==> src/rtl/core/f32mt_pkg.sv <==
// ----------------------------------------------------------------------------
// f32mt_pkg
// shared types and constants for the truncating binary32 multiplier
// ----------------------------------------------------------------------------
package f32mt_pkg;

  localparam int unsigned FracW = 23;
  localparam int unsigned SigW  = 24;
  localparam int unsigned ExpW  = 8;
  localparam int unsigned SumW  = 9;
  localparam int unsigned ProdW = 48;

  localparam logic [31:0]     QnanBits = 32'h7FC0_0000;
  localparam logic [ExpW-1:0] ExpMax   = 8'hFF;
  localparam logic [SumW-1:0] Bias     = 9'd127;
  localparam logic [SumW-1:0] OvfSum   = 9'd382;

  // special-case result decided in the first stage
  typedef enum logic [2:0] {
    SPC_NONE = 3'b000,
    SPC_NAN  = 3'b001,
    SPC_INF  = 3'b010,
    SPC_ZERO = 3'b011,
    SPC_OVF  = 3'b100,
    SPC_UNF  = 3'b101
  } spc_t;

  // stage 1 -> stage 2 payload
  typedef struct packed {
    logic            sign;
    spc_t            spc;
    logic [SumW-1:0] expo;
    logic [SigW-1:0] sig_a;
    logic [SigW-1:0] sig_b;
  } dec_t;

  // stage 2 -> stage 3 payload
  typedef struct packed {
    logic             sign;
    spc_t             spc;
    logic [SumW-1:0]  expo;
    logic [ProdW-1:0] prod;
  } mul_t;

  // result payload
  typedef struct packed {
    logic        unf;
    logic        ovf;
    logic        inv;
    logic [31:0] bits;
  } res_t;

endpackage

==> src/rtl/core/f32mt_decode.sv <==
// ----------------------------------------------------------------------------
// f32mt_decode
// classifies operands, forms exponent sum and significands
// ----------------------------------------------------------------------------
module f32mt_decode
  import f32mt_pkg::*;
(
  input  logic [31:0] operand_a,
  input  logic [31:0] operand_b,
  output dec_t        dec
);

  logic [ExpW-1:0]  ea, eb;
  logic [FracW-1:0] fa, fb;
  logic a_zero, b_zero, a_inf, b_inf, a_nan, b_nan;
  logic [SumW-1:0] sum9;

  always_comb begin
    ea = operand_a[30:23];
    eb = operand_b[30:23];
    fa = operand_a[22:0];
    fb = operand_b[22:0];
    a_zero = (ea == '0) && (fa == '0);
    b_zero = (eb == '0) && (fb == '0);
    a_inf  = (ea == ExpMax) && (fa == '0);
    b_inf  = (eb == ExpMax) && (fb == '0);
    a_nan  = (ea == ExpMax) && (fa != '0);
    b_nan  = (eb == ExpMax) && (fb != '0);
    sum9   = {1'b0, ea} + {1'b0, eb};

    dec.sign  = operand_a[31] ^ operand_b[31];
    dec.expo  = sum9 - Bias;
    dec.sig_a = {(ea != '0), fa};
    dec.sig_b = {(eb != '0), fb};
    if (a_nan || b_nan || (a_inf && b_zero) || (b_inf && a_zero)) begin
      dec.spc = SPC_NAN;
    end else if (a_inf || b_inf) begin
      dec.spc = SPC_INF;
    end else if (a_zero || b_zero) begin
      dec.spc = SPC_ZERO;
    end else if (sum9 >= OvfSum) begin
      dec.spc = SPC_OVF;
    end else if (sum9 < Bias) begin
      dec.spc = SPC_UNF;
    end else begin
      dec.spc = SPC_NONE;
    end
  end

endmodule

==> src/rtl/core/f32mt_pack.sv <==
// ----------------------------------------------------------------------------
// f32mt_pack
// normalizes by one bit, truncates and packs result with flags
// ----------------------------------------------------------------------------
module f32mt_pack
  import f32mt_pkg::*;
(
  input  mul_t mul,
  output res_t res
);

  logic             high;
  logic [SumW-1:0]  expo;
  logic [FracW-1:0] frac;

  always_comb begin
    high = mul.prod[ProdW-1];
    expo = mul.expo + {{(SumW-1){1'b0}}, high};
    frac = high ? mul.prod[ProdW-2 -: FracW] : mul.prod[ProdW-3 -: FracW];
    res  = '0;
    case (mul.spc)
      SPC_NAN: begin
        res.bits = QnanBits;
        res.inv  = 1'b1;
      end
      SPC_INF:  res.bits = {mul.sign, ExpMax, {FracW{1'b0}}};
      SPC_ZERO: res.bits = {mul.sign, 31'd0};
      SPC_OVF: begin
        res.bits = {mul.sign, ExpMax, {FracW{1'b0}}};
        res.ovf  = 1'b1;
      end
      SPC_UNF: begin
        res.bits = {mul.sign, 31'd0};
        res.unf  = 1'b1;
      end
      default: begin
        if (expo == '0) begin
          res.bits = {mul.sign, 31'd0};
          res.unf  = 1'b1;
        end else if (expo >= {1'b0, ExpMax}) begin
          res.bits = {mul.sign, ExpMax, {FracW{1'b0}}};
          res.ovf  = 1'b1;
        end else begin
          res.bits = {mul.sign, expo[ExpW-1:0], frac};
        end
      end
    endcase
  end

endmodule

==> src/rtl/core/float32_multiply_truncating.sv <==
// ----------------------------------------------------------------------------
// float32_multiply_truncating
// pipelined binary32 multiplier, truncated fraction, three flags
// ----------------------------------------------------------------------------
// usage:
//   in_* carries an operand pair, out_* the product pattern and its flags.
//   an item moves when tvalid and tready are both high.
// pipeline:
//   stage 1 decodes operands and special cases, stage 2 holds the 24x24
//   significand product, stage 3 normalizes and packs into the output register.
//   out_tvalid rises once the item has passed all three register stages, the
//   first loaded at the accepting edge; one item per cycle while not stalled.
// stalls:
//   the pipeline advances as a whole when the output register is empty or
//   being taken; while out_tready is low and the output is full, in_tready
//   is low and every stage holds its item, so nothing is lost or repeated.
// reset:
//   rst_n low clears all valid bits; payload registers are not reset.
// ----------------------------------------------------------------------------
module float32_multiply_truncating
  import f32mt_pkg::*;
(
  input  logic        clk,
  input  logic        rst_n,
  input  logic        in_tvalid,
  output logic        in_tready,
  input  logic [63:0] in_tdata,   // operand_a [31:0], operand_b [63:32]
  output logic        out_tvalid,
  input  logic        out_tready,
  output logic [31:0] out_tdata,  // product_bits [31:0]
  output logic [2:0]  out_tuser   // invalid [0], overflow [1], underflow [2]
);

  logic v1_r, v2_r, v3_r;
  dec_t d1_r, dec;
  mul_t m2_r;
  res_t r3_r, res;
  logic adv;

  // whole pipe moves when the output slot is free or being taken
  assign adv       = !v3_r || out_tready;
  assign in_tready = adv;

  f32mt_decode u_dec (
    .operand_a (in_tdata[31:0]),
    .operand_b (in_tdata[63:32]),
    .dec       (dec)
  );

  f32mt_pack u_pack (
    .mul (m2_r),
    .res (res)
  );

  always_ff @(posedge clk) begin
    if (!rst_n) begin
      v1_r <= 1'b0;
      v2_r <= 1'b0;
      v3_r <= 1'b0;
    end else if (adv) begin
      v1_r <= in_tvalid;
      v2_r <= v1_r;
      v3_r <= v2_r;
    end
  end

  // payload stages
  always_ff @(posedge clk) begin
    if (adv) begin
      d1_r      <= dec;
      m2_r.sign <= d1_r.sign;
      m2_r.spc  <= d1_r.spc;
      m2_r.expo <= d1_r.expo;
      m2_r.prod <= ProdW'(d1_r.sig_a) * ProdW'(d1_r.sig_b);
      r3_r      <= res;
    end
  end

  assign out_tvalid = v3_r;
  assign out_tdata  = r3_r.bits;
  assign out_tuser  = {r3_r.unf, r3_r.ovf, r3_r.inv};

`ifndef SYNTHESIS
  a_hold: assert property (@(posedge clk) disable iff (!rst_n)
    out_tvalid && !out_tready |=> out_tvalid && $stable(out_tdata))
    else $error("output item changed during stall");
  a_flags: assert property (@(posedge clk) disable iff (!rst_n)
    out_tvalid |-> $countones(out_tuser) <= 1)
    else $error("more than one flag set");
  a_lat: assert property (@(posedge clk) disable iff (!rst_n)
    in_tvalid && in_tready ##1 adv ##0 1 ##1 adv |=> out_tvalid)
    else $error("item lost in pipeline");
`endif

endmodule
==> config.mk <==
export PLATFORM = sky130hd
export DESIGN_NAME = float32_multiply_truncating
export DESIGN_NICKNAME = d
export VERILOG_FILES = /design/src/rtl/core/f32mt_pkg.sv /design/src/rtl/core/f32mt_decode.sv /design/src/rtl/core/f32mt_pack.sv /design/src/rtl/core/float32_multiply_truncating.sv
export SDC_FILE = /design/constraint.sdc
export NUM_CORES = 2
export LEC_CHECK = 0
export ABC_AREA = 0
export ABC_CLOCK_PERIOD_IN_PS = 20500
export BUFFER_PORTS_ARGS = -buffer_cell sky130_fd_sc_hd__buf_4
export CORE_UTILIZATION = 50
export DETAILED_ROUTE_END_ITERATION = 10
export PLACE_DENSITY = 0.72
export REMOVE_ABC_BUFFERS = 1
export SKIP_LAST_GASP = 1
export SYNTH_ARGS = -nofsm -noshare
export SYNTH_HDL_FRONTEND = slang
export SYNTH_HIERARCHICAL = 1
export SYNTH_SLANG_ARGS = --single-unit
==> constraint.sdc <==
create_clock -name clk -period 20.5 [get_ports clk]
set_input_delay 1.025 -clock clk [delete_from_list [all_inputs] [get_ports clk]]
set_output_delay 1.025 -clock clk [all_outputs]
set_load 0.1 [all_outputs]
==> reports/qor.json <==
{
  "min-delay-start": "d1_r[52]$_DFFE_PP_",
  "cts.clk_slew.worst_paths_ns": 0.06,
  "route.antenna.remaining_nets": 0,
  "path_cells": "and2_1, fa_1, fa_1, inv_1, fa_1, fa_1, inv_1, fa_1, fa_1, inv_1, fa_1, inv_1, ha_1, and2_1, and3_1, a221oi_1, nand4b_1, o31a_1, a21oi_4, o311a_1",
  "syn_area_um2": 25400,
  "clock-root-buffer": "clkbuf_16",
  "wl_per_cell_um": 20.0,
  "cpMaxStageDelayCell": "edfxtp_1",
  "cp.arrival_ns": 7.72,
  "detailedRoute.firstPassIterationCount": 5,
  "total_clock_buffers_created_by_cts": 17,
  "final_cell_count_no_fill": 3258,
  "core.rowCount": 82,
  "ioPinCount": 105,
  "wirelength_mm": 65.1,
  "core_region_area_um2": 50200,
  "n_diodes": 0,
  "crit_family": "adder cells",
  "nets": 3311,
  "dpl.hpwl_mm": 49.5,
  "finalCoreUtilization_pct": 53.6,
  "floorplan.die_area_um2": 51800,
  "timing_hold_violations_final": 0,
  "floorplan.die.height_um": 228,
  "critPathMaxStageDelay_ns": 1.22,
  "post_cts.repair.setup_buffers": 0,
  "timing_max_transition_violations_final": 0,
  "ctsHtreeMaxLevel": 4,
  "fin_setup_tns_ns": 0,
  "crit_path_start": "d1_r[45]$_DFFE_PP_",
  "rsz0062_at_grt": "false",
  "critical_path.reg2reg.startpoint": "d1_r[45]$_DFFE_PP_",
  "drcViolationCount": 0,
  "timing.critical_path.depth": 20,
  "fin_worst_skew_ns": 0.0290,
  "setup.worst_path.start_class": "flip-flop",
  "max_slew.worst_pin.slew_ns": 1.30,
  "worstHoldPathType": "flip-flop to flip-flop",
  "initial_antenna_violation_count": 0,
  "detailroute.via_count": 18000,
  "fin_crit_ns": 7.50,
  "timing.reg2reg.worst_path_depth": 20,
  "globalRoute.totalOverflow": 0,
  "slew_headroom_pct": 13.3,
  "die_x_um": 228,
  "globalplace.congestion": 0.887,
  "path_max_fanout": 24,
  "cts_sinks": 137,
  "port_buffers": 104,
  "area.growth.synth_to_final_pct": 5.80,
  "critical-path-top-cell-by-count": "fa_1",
  "hold_path_depth": 0,
  "warning_count_from_the_yosys_run": 6,
  "cts_max_path_buffers": 2,
  "post_cts_resize_count": 0,
  "worst-path-buf-inv": 4,
  "all_layer_gr_usage_pct": 26.8,
  "cp.required_ns": 20.71,
  "run_status": "complete, no violations",
  "final_critical_path_share_of_the_clock_period_pct": 36.6,
  "skew_pair_late_insertion_delay_ns": 0.49,
  "hold_buffers": 0,
  "start_util_pct": 50.7,
  "setup.worst_path.class": "flip-flop to flip-flop",
  "clock_tree_from_tritoncts": "done",
  "avgViaCountPerCell": 5.51,
  "number_of_global_route_vias_before_repair": 19300,
  "drv.max_cap_violation_count": 0,
  "placed_cells_incl_taps": 3226,
  "grt_first_pass_wirelength_mm": 105,
  "max_clock_freq_ghz": 0.133,
  "grt_start_max_net_pins": 72,
  "drive_above_1_share_pct": 8.12,
  "timing.critical_path.to_type": "flip-flop",
  "fillerInstances": 4343,
  "syn-instance-count": 2607,
  "syn_area_per_cell_um2": 9.75,
  "final-setup-viol-count": 0,
  "detail_route.iter0.violations": 1341
}
[area by class of cell]
type | count | area [um^2] | share of cell area (%)
Inverter | 564 | 2120 | 7.87
Tap cell | 672 | 841 | 3.13
Clock inverter | 15 | 185 | 0.688
Multi-Input combinational cell | 1738 | 18400 | 68.3
Clock buffer | 17 | 425 | 1.58
Timing Repair Buffer | 115 | 863 | 3.21
Sequential cell | 137 | 4080 | 15.2
[path summary, 6_finish.rpt]
kind	to	slack, ns
setup / recovery	m2_r[40]$_DFFE_PP_	13.00
hold / removal	m2_r[52]$_DFFE_PP_	0.42
hold reg to reg	m2_r[52]$_DFFE_PP_	0.42
setup reg to reg	m2_r[40]$_DFFE_PP_	13.00
[per-layer routing]
metal	global-route usage, %	wire length, um	up-vias
met5	0	0	-
met4	8.72	1750	0
met3	5.72	6160	115
met2	41.7	29500	875
met1	37.3	27800	9105
li1	-	-	7860
[layout by cell type (no fill, tap or decap), types with 6 or more instances in the layout]
| master | instances |
|---|---|
| o21a_1 | 9 |
| fa_1 | 483 |
| and3_1 | 13 |
| or2_2 | 6 |
| a21oi_1 | 53 |
| and2_1 | 307 |
| clkbuf_16 | 17 |
| inv_1 | 563 |
| o21bai_1 | 8 |
| nor2b_1 | 11 |
| edfxtp_1 | 134 |
| xnor2_1 | 32 |
| nor4_1 | 18 |
| ha_1 | 187 |
| nor2_1 | 26 |
| o21ai_0 | 21 |
| buf_4 | 115 |
| o21ai_1 | 6 |
| nand3_1 | 14 |
| a31oi_1 | 10 |
| mux2i_1 | 26 |
| xor2_1 | 14 |
| a21o_1 | 24 |
| nor3_2 | 20 |
| nor3_1 | 15 |
| nand4_1 | 20 |
| nand2_1 | 315 |
[flip-flops by register name (all words and copies together), names as in the netlist]
| name | flops |
|---|---|
| out_tvalid | 1 |
| v2_r | 1 |
| d1_r | 61 |
| out_tdata | 32 |
| v1_r | 1 |
| m2_r | 38 |
| out_tuser | 3 |
[stage by stage]
step | instance area (um^2) | hold slack (ns) | setup slack [ns]
floorplan | 24600 | 0.400 | 14.11
global placement | 26300 | 0.404 | 13.29
detailed placement | 26300 | 0.405 | 13.08
CTS | 26900 | 0.417 | 13.07
global route | 26900 | 0.426 | 12.64
finish | 26900 | 0.418 | 13.00
Power is not shown: default switching activity piles up to over one toggle a cycle in this logic, so the estimate is an artifact.
